**src/rtl/tcpq_pkg.sv**
```systemverilog
`timescale 1ns / 1ps

package tcpq_pkg;

	localparam int QUEUE_DEPTH = 16;
	localparam int PTR_W       = $clog2(QUEUE_DEPTH);
	localparam int CNT_W       = $clog2(QUEUE_DEPTH + 1);

	localparam int CODE_W = 16;
	localparam int AGE_W  = 8;
	localparam int WORD_W = CODE_W + AGE_W;

	localparam logic OP_ENQUEUE = 1'b0;
	localparam logic OP_DEQUEUE = 1'b1;

	localparam logic [1:0] ST_ENQUEUED = 2'd0;
	localparam logic [1:0] ST_SERVED   = 2'd1;
	localparam logic [1:0] ST_EMPTY    = 2'd2;
	localparam logic [1:0] ST_FULL     = 2'd3;

	typedef struct packed {
		logic              operation;
		logic [CODE_W-1:0] entry_code;
		logic [AGE_W-1:0]  entry_age;
		logic              high_priority;
	} req_t;

	typedef struct packed {
		logic [1:0]        status;
		logic [CODE_W-1:0] served_code;
		logic [AGE_W-1:0]  served_age;
		logic              served_high;
	} rsp_t;

	typedef enum logic [1:0] {
		CMD_ENQ_LOW  = 2'd0,
		CMD_ENQ_HIGH = 2'd1,
		CMD_DEQ      = 2'd2
	} cmd_kind_t;

	typedef struct packed {
		cmd_kind_t         kind;
		logic [WORD_W-1:0] word;
	} cmd_t;

	// Handshake between the front and the back.
	typedef struct packed {
		logic valid;
		cmd_t cmd;
	} cmd_chan_t;

endpackage

```
**src/rtl/tcpq_ram.sv**
```systemverilog
`timescale 1ns / 1ps

module tcpq_ram #(
	parameter int WIDTH = 24,
	parameter int DEPTH = 16
) (
	input  logic                     clk,
	input  logic                     we,
	input  logic [$clog2(DEPTH)-1:0] waddr,
	input  logic [WIDTH-1:0]         wdata,
	input  logic                     re,
	input  logic [$clog2(DEPTH)-1:0] raddr,
	output logic [WIDTH-1:0]         rdata
);

	logic [WIDTH-1:0] mem_q [DEPTH];
	logic [WIDTH-1:0] rdata_q;

	always_ff @(posedge clk) begin
		if (we) begin
			mem_q[waddr] <= wdata;
		end
		if (re) begin
			rdata_q <= mem_q[raddr];
		end
	end

	assign rdata = rdata_q;

endmodule

```
**src/rtl/tcpq_front.sv**
```systemverilog
`timescale 1ns / 1ps

module tcpq_front (
	input  logic               clk,
	input  logic               arst_n,
	input  logic               push,
	output logic               full,
	input  tcpq_pkg::req_t     request,
	output tcpq_pkg::cmd_chan_t cmd_chan,
	input  logic               cmd_take
);

	import tcpq_pkg::*;

	cmd_t       slot_q [2];
	logic       wr_ptr_q;
	logic       rd_ptr_q;
	logic [1:0] cnt_q;
	cmd_t       cmd_in;
	logic       accept;
	logic       take;

	// Classify the request so the back only has to look at one code.
	always_comb begin
		cmd_in.word = {request.entry_code, request.entry_age};
		if (request.operation == OP_DEQUEUE) begin
			cmd_in.kind = CMD_DEQ;
		end else if (request.high_priority) begin
			cmd_in.kind = CMD_ENQ_HIGH;
		end else begin
			cmd_in.kind = CMD_ENQ_LOW;
		end
	end

	assign full   = (cnt_q == 2'd2);
	assign accept = push && !full;
	assign take   = cmd_take && (cnt_q != 2'd0);

	always_ff @(posedge clk) begin
		if (accept) begin
			slot_q[wr_ptr_q] <= cmd_in;
		end
	end

	always_ff @(posedge clk or negedge arst_n) begin
		if (!arst_n) begin
			wr_ptr_q <= 1'b0;
			rd_ptr_q <= 1'b0;
			cnt_q    <= 2'd0;
		end else begin
			if (accept) begin
				wr_ptr_q <= ~wr_ptr_q;
			end
			if (take) begin
				rd_ptr_q <= ~rd_ptr_q;
			end
			cnt_q <= cnt_q + {1'b0, accept} - {1'b0, take};
		end
	end

	assign cmd_chan.valid = (cnt_q != 2'd0);
	assign cmd_chan.cmd   = slot_q[rd_ptr_q];

endmodule

```
**src/rtl/tcpq_back.sv**
```systemverilog
`timescale 1ns / 1ps

module tcpq_back (
	input  logic                clk,
	input  logic                arst_n,
	input  tcpq_pkg::cmd_chan_t cmd_chan,
	output logic                cmd_take,
	output logic                empty,
	input  logic                pop,
	output tcpq_pkg::rsp_t      result
);

	import tcpq_pkg::*;

	typedef enum logic [1:0] {
		S_RUN  = 2'b01,
		S_READ = 2'b10
	} state_t;

	state_t state_q;
	state_t state_d;
	logic   sel_high_q;
	logic   sel_high_d;

	logic [PTR_W-1:0] hi_head_q, hi_tail_q, lo_head_q, lo_tail_q;
	logic [CNT_W-1:0] hi_cnt_q, lo_cnt_q;

	logic             hi_we, lo_we, hi_re, lo_re;
	logic [WORD_W-1:0] hi_rdata, lo_rdata, rd_word;

	rsp_t       res_q [2];
	logic       res_wr_q;
	logic       res_rd_q;
	logic [1:0] res_cnt_q;
	logic       res_push;
	rsp_t       res_in;
	logic       res_pop;
	logic       room;

	function automatic logic [PTR_W-1:0] next_ptr(input logic [PTR_W-1:0] p);
		next_ptr = (p == PTR_W'(QUEUE_DEPTH - 1)) ? '0 : p + PTR_W'(1);
	endfunction

	tcpq_ram #(.WIDTH(WORD_W), .DEPTH(QUEUE_DEPTH)) u_high_ram (
		.clk   (clk),
		.we    (hi_we),
		.waddr (hi_tail_q),
		.wdata (cmd_chan.cmd.word),
		.re    (hi_re),
		.raddr (hi_head_q),
		.rdata (hi_rdata)
	);

	tcpq_ram #(.WIDTH(WORD_W), .DEPTH(QUEUE_DEPTH)) u_low_ram (
		.clk   (clk),
		.we    (lo_we),
		.waddr (lo_tail_q),
		.wdata (cmd_chan.cmd.word),
		.re    (lo_re),
		.raddr (lo_head_q),
		.rdata (lo_rdata)
	);

	// The result queue never fills behind a pending read, because the read
	// is only started when a slot is free and nothing else is pushed meanwhile.
	assign room     = (res_cnt_q != 2'd2);
	assign cmd_take = (state_q == S_RUN) && cmd_chan.valid && room;
	assign rd_word  = sel_high_q ? hi_rdata : lo_rdata;

	always_comb begin
		state_d    = state_q;
		sel_high_d = sel_high_q;
		hi_we      = 1'b0;
		lo_we      = 1'b0;
		hi_re      = 1'b0;
		lo_re      = 1'b0;
		res_push   = 1'b0;
		res_in     = '0;
		case (state_q)
			S_RUN: begin
				if (cmd_take) begin
					case (cmd_chan.cmd.kind)
						CMD_ENQ_HIGH: begin
							res_push = 1'b1;
							if (hi_cnt_q == CNT_W'(QUEUE_DEPTH)) begin
								res_in.status = ST_FULL;
							end else begin
								hi_we         = 1'b1;
								res_in.status = ST_ENQUEUED;
							end
						end
						CMD_ENQ_LOW: begin
							res_push = 1'b1;
							if (lo_cnt_q == CNT_W'(QUEUE_DEPTH)) begin
								res_in.status = ST_FULL;
							end else begin
								lo_we         = 1'b1;
								res_in.status = ST_ENQUEUED;
							end
						end
						CMD_DEQ: begin
							if (hi_cnt_q != '0) begin
								hi_re      = 1'b1;
								sel_high_d = 1'b1;
								state_d    = S_READ;
							end else if (lo_cnt_q != '0) begin
								lo_re      = 1'b1;
								sel_high_d = 1'b0;
								state_d    = S_READ;
							end else begin
								res_push      = 1'b1;
								res_in.status = ST_EMPTY;
							end
						end
						default: begin
							res_push      = 1'b1;
							res_in.status = ST_EMPTY;
						end
					endcase
				end
			end
			S_READ: begin
				res_push           = 1'b1;
				res_in.status      = ST_SERVED;
				res_in.served_code = rd_word[WORD_W-1:AGE_W];
				res_in.served_age  = rd_word[AGE_W-1:0];
				res_in.served_high = sel_high_q;
				state_d            = S_RUN;
			end
			default: begin
				state_d = S_RUN;
			end
		endcase
	end

	always_ff @(posedge clk or negedge arst_n) begin
		if (!arst_n) begin
			state_q    <= S_RUN;
			sel_high_q <= 1'b0;
			hi_head_q  <= '0;
			hi_tail_q  <= '0;
			hi_cnt_q   <= '0;
			lo_head_q  <= '0;
			lo_tail_q  <= '0;
			lo_cnt_q   <= '0;
		end else begin
			state_q    <= state_d;
			sel_high_q <= sel_high_d;
			if (hi_we) begin
				hi_tail_q <= next_ptr(hi_tail_q);
				hi_cnt_q  <= hi_cnt_q + CNT_W'(1);
			end else if (hi_re) begin
				hi_head_q <= next_ptr(hi_head_q);
				hi_cnt_q  <= hi_cnt_q - CNT_W'(1);
			end
			if (lo_we) begin
				lo_tail_q <= next_ptr(lo_tail_q);
				lo_cnt_q  <= lo_cnt_q + CNT_W'(1);
			end else if (lo_re) begin
				lo_head_q <= next_ptr(lo_head_q);
				lo_cnt_q  <= lo_cnt_q - CNT_W'(1);
			end
		end
	end

	assign empty   = (res_cnt_q == 2'd0);
	assign res_pop = pop && !empty;
	assign result  = res_q[res_rd_q];

	always_ff @(posedge clk) begin
		if (res_push) begin
			res_q[res_wr_q] <= res_in;
		end
	end

	always_ff @(posedge clk or negedge arst_n) begin
		if (!arst_n) begin
			res_wr_q  <= 1'b0;
			res_rd_q  <= 1'b0;
			res_cnt_q <= 2'd0;
		end else begin
			if (res_push) begin
				res_wr_q <= ~res_wr_q;
			end
			if (res_pop) begin
				res_rd_q <= ~res_rd_q;
			end
			res_cnt_q <= res_cnt_q + {1'b0, res_push} - {1'b0, res_pop};
		end
	end

endmodule

```
**src/rtl/two_class_priority_queue_unit.sv**
```systemverilog
`timescale 1ns / 1ps

// Two-class strict priority queue. Each request either enqueues an entry
// (code, age, class) or dequeues one; every request yields exactly one
// result. A dequeue serves the oldest high-class entry if any is held, else
// the oldest low-class entry; each class holds QUEUE_DEPTH entries and an
// enqueue to a full class is rejected with status full. A two-entry request
// queue decouples the input from the executing back end, which owns one RAM
// per class and a two-entry result queue. The back end completes an enqueue,
// a rejected enqueue or an empty dequeue directly, and a serving dequeue
// via a read state because of the registered RAM read; each request passes
// the registered request and result queues before its result is visible.
module two_class_priority_queue_unit (
	input  logic           clk,
	input  logic           arst_n,
	input  logic           push,
	output logic           full,
	input  tcpq_pkg::req_t request,
	output logic           empty,
	input  logic           pop,
	output tcpq_pkg::rsp_t result
);

	import tcpq_pkg::*;

	cmd_chan_t cmd_chan;
	logic      cmd_take;

	tcpq_front u_front (
		.clk      (clk),
		.arst_n   (arst_n),
		.push     (push),
		.full     (full),
		.request  (request),
		.cmd_chan (cmd_chan),
		.cmd_take (cmd_take)
	);

	tcpq_back u_back (
		.clk      (clk),
		.arst_n   (arst_n),
		.cmd_chan (cmd_chan),
		.cmd_take (cmd_take),
		.empty    (empty),
		.pop      (pop),
		.result   (result)
	);

endmodule
```
**config.mk**
```make
export PLATFORM = sky130hd
export DESIGN_NAME = two_class_priority_queue_unit
export DESIGN_NICKNAME = d
export VERILOG_FILES = /design/src/rtl/tcpq_pkg.sv /design/src/rtl/tcpq_ram.sv /design/src/rtl/tcpq_front.sv /design/src/rtl/tcpq_back.sv /design/src/rtl/two_class_priority_queue_unit.sv
export SDC_FILE = /design/constraint.sdc
export NUM_CORES = 1
export LEC_CHECK = 0
export BUFFER_PORTS_ARGS = -buffer_cell sky130_fd_sc_hd__buf_2
export CAP_MARGIN = 10
export CORE_UTILIZATION = 43
export DETAILED_ROUTE_END_ITERATION = 10
export PLACE_DENSITY_LB_ADDON = 0.1
export SLEW_MARGIN = 20
export SYNTH_ARGS = -nofsm -noshare
export SYNTH_HDL_FRONTEND = slang
export SYNTH_SLANG_ARGS = --single-unit
```
**constraint.sdc**
```tcl
create_clock -name clk -period 12.2 [get_ports clk]
set_input_delay 0.61 -clock clk [delete_from_list [all_inputs] [get_ports clk]]
set_output_delay 0.61 -clock clk [all_outputs]
set_load 0.02 [all_outputs]
```
==> metrics.md <==
| Metric | Value |
|---|---|
| Status | `finished clean` |
| Diodes inserted | `0` |
| Vert. Die Dim | `297 um` |
| Vias in the first global route | `19066` |
| Pre-CTS WS | `8.21 ns` |
| DRT Pass-1 Iters | `5` |
| LEAKAGE | `14.0 nW` |
| Period utilisation layout | `32.6%` |
| Clock root buffer | `clkbuf_16` |
| Slew HR | `31.9%` |
| Crit-path most repeated cell | `buf_4` |
| Synth area leader | `edfxtp_1` |
| WP data arrival | `4.38 ns` |
| Initial antenna violation count | `0` |
| Placed insts | `3081` |
| Final hold violation count | `0` |
| First-pass GRT wire length | `128 mm` |
| WL final | `88.6 mm` |
| Final worst slack | `8.22 ns` |
| CP Cell Sequence | `buf_4 -> buf_4 -> mux4_2 -> a22oi_1 -> nand2_1` |
| Hold Crit Class | `in2async` |
| Classification of the worst setup path | `reg2reg` |
| Vias | `18615` |
| Placed cell area | `39200 um^2` |
| Largest cells by area after synthesis | `edfxtp_1, mux2i_1, mux4_2` |
| Tot GR Track Use | `20.5%` |
| Post-DR wirelength/cell | `27.1 um` |
| Worst reg2reg startpoint | `u_back.hi_head_q[0]$_DFFE_PN0P_` |
| Crit end category | `flip-flop` |
| Cell count after synthesis | `1920` |
| Seq/Total Area, Yosys | `76.7%` |
| Finished Cell Area | `42300 um^2` |
| Pwr Total | `0.00978 W` |
| Layout Cells excl Fill | `3270` |
| Top achievable clock speed | `251 MHz` |
| Synth Flop Type | `edfxtp_1` |
| Slowest cell on crit path | `dfrtp_4` |
| Mapped Area | `37300 um^2` |
| CP top delay family | `buffers and inverters` |
| Ports | `59` |
| CP startpoint kind | `flip-flop` |
| Slew at the pin with the worst max-slew slack | `1.02 ns` |
| Port bufs | `58` |
| Worst reg2reg endpoint | `u_back.u_high_ram.rdata[10]$_DFFE_PP_` |
| Clk_lat worst skew | `0.67 ns` |
| Placer Congestion | `0.755` |
| Die ar. | `88000 um^2` |
| Share of the synthesized area in the top cell type | `74.2%` |
| Post-CTS Setup Bufs | `0` |
| CTS Buf Count | `100` |
| H-tree depth | `3` |
| EDFF count, synth | `922` |
| Post-route DRC violation count | `0` |
| Vias per cell | `5.69` |
| Die width | `297 um` |
| Initial core utilization | `43.6%` |
| Clock Skews | `0.0231 ns` |
| Share of layout cells above drive strength 1 | `21.2%` |
| Bufs and invs on worst path | `2` |
| Post-DP HPWL | `47.2 mm` |
| Core box area | `85500 um^2` |
| Slew Limit Fails | `0` |
| Commonest cells post-synth | `edfxtp_1, mux2i_1, a221oi_1` |
| Layout fillers | `7010` |
| Cts hold-fix bufs | `0` |
| RSZ-0062 raised after global routing | `no` |
| Setup TNS | `0 ns` |
| CTS tree | `done` |
| Post-synthesis average cell area | `19.4 um^2` |
| Worst Path Required | `12.60 ns` |
| R2R setup slack | `8.22 ns` |
| Async set or reset register ratio after synthesis | `3.86%` |
| Netlist cell types | `52` |
| Synthesis-stage register bit count | `959` |
| Max incr delay on CP | `0.93 ns` |
| Post-layout nets | `2095` |
| ANT nets after route | `0` |
| Peak VDD IR | `186 uV` |
| Final setup fails | `0` |
| Clock-pin slew on the worst setup and hold paths | `0.06 ns` |
| Area grow syn2layout | `13.4%` |
| # Max-Cap Violations | `0` |
| Post-Syn Nets | `1976` |
| Grt total ovfl | `0` |
| # rows | `107` |
| Ys Warns | `0` |
| Reg2reg path depth | `5` |
| Initial DRC Count | `1544` |
| Max clock buf depth | `3` |
| Largest net degree at the start of global routing | `55` |
| PD cells | `231 nW/um^2` |
| Most frequent cell after synthesis | `edfxtp_1` |
| Crit Path Max Fanout | `54` |
| # resized after CTS | `0` |
| Clock tree sinks | `959` |
| Minimum clock period | `3.98 ns` |
layer usage:
metal  part of all wire, %  track usage [%]
met2                    48             33.3
met4                   2.4             5.32
met1                    46             29.1
met5                     0                0
met3                   4.2             2.97
stage by stage:
step	utilization, %	hold WS, ns
global placement	45.8	0.497
floorplan	-	0.314
CTS	49.5	0.0906
detailed placement	45.8	0.507
finish	49.5	0.0949
global route	49.5	0.0986
cell type report:
cell class	instances	area (um^2)	area share (%)
clock buffers	128	2690	6.36
inverters	34	128	0.302
well taps	1144	1430	3.38
repair buffers	115	718	1.70
clock inverters	61	454	1.07
flip-flops and latches	959	28600	67.6
multi-input cells	829	8280	19.6
registers in the layout, summed over array words and instances (netlist names), 4 cells and up:
name / cells
u_back.u_high_ram.mem_q: 384
u_back.u_low_ram.mem_q: 384
u_back.res_q: 54
u_front.slot_q: 52
u_back.u_high_ram.rdata: 24
u_back.u_low_ram.rdata: 24
u_back.hi_cnt_q: 5
u_back.lo_cnt_q: 5
u_back.hi_head_q: 4
u_back.hi_tail_q: 4
u_back.lo_head_q: 4
u_back.lo_tail_q: 4
report_power, final:
| part | internal (W) | switching (W) | leakage (nW) | total [W] |
|---|---|---|---|---|
| Clock | 0.00163 | 0.00126 | 1.53 | 0.00289 |
| Sequential | 0.00429 | 0.000203 | 8.78 | 0.00449 |
| Combinational | 0.000902 | 0.00150 | 3.69 | 0.00240 |
worst max-delay path by stage:
stage | startpoint | to | cells after the start
after CTS | u_back.hi_head_q[0]$_DFFE_PN0P_ | u_back.u_high_ram.rdata[10]$_DFFE_PP_ | 5
after global placement | u_back.hi_head_q[0]$_DFFE_PN0P_ | u_back.u_high_ram.rdata[10]$_DFFE_PP_ | 5
after global routing | u_back.hi_head_q[0]$_DFFE_PN0P_ | u_back.u_high_ram.rdata[4]$_DFFE_PP_ | 5
after floorplan | u_back.state_q[0]$_DFFE_PN1P_ | u_back.u_high_ram.mem_q[11][0]$_DFFE_PP_ | 6
after detailed placement | u_back.hi_head_q[0]$_DFFE_PN0P_ | u_back.u_high_ram.rdata[1]$_DFFE_PP_ | 5
final | u_back.hi_head_q[0]$_DFFE_PN0P_ | u_back.u_high_ram.rdata[10]$_DFFE_PP_ | 5
cells in the final DEF (no fill, tap or decap), types with 4 or more instances in the layout:
master,count
edfxtp_1,922
mux2i_1,220
clkbuf_16,102
a221oi_1,97
mux4_2,96
mux2_2,61
o21ai_0,60
nand2_1,60
buf_2,58
buf_4,57
a22oi_1,49
inv_1,32
nor2_1,32
dfrtp_1,32
clkinv_1,27
ha_1,24
clkbuf_1,22
clkinv_2,19
and3_1,15
xnor2_1,13
nand3_1,12
nor4_2,8
nor2b_1,7
a21oi_1,7
nor3_2,6
nor2_2,5
xor2_1,5
nor3_1,4
and2_1,4
o2111ai_1,4
clkinv_4,4
clkbuf_8,4
cells by family (layout without fill, tap and decap cells):
kind of cell    count (synthesis)  in the layout  synth area share (%)
compound gates                236            236                  4.72
buf+inv                       132            338                  1.47
mux                           377            377                  13.5
fa+ha+maj                      26             26                 0.912
xor+xnor                       18             18                 0.422
simple gates                  172            172                  2.28
flops                         959            959                  76.7
No activity file was read; power rests on OpenSTA's default activity.
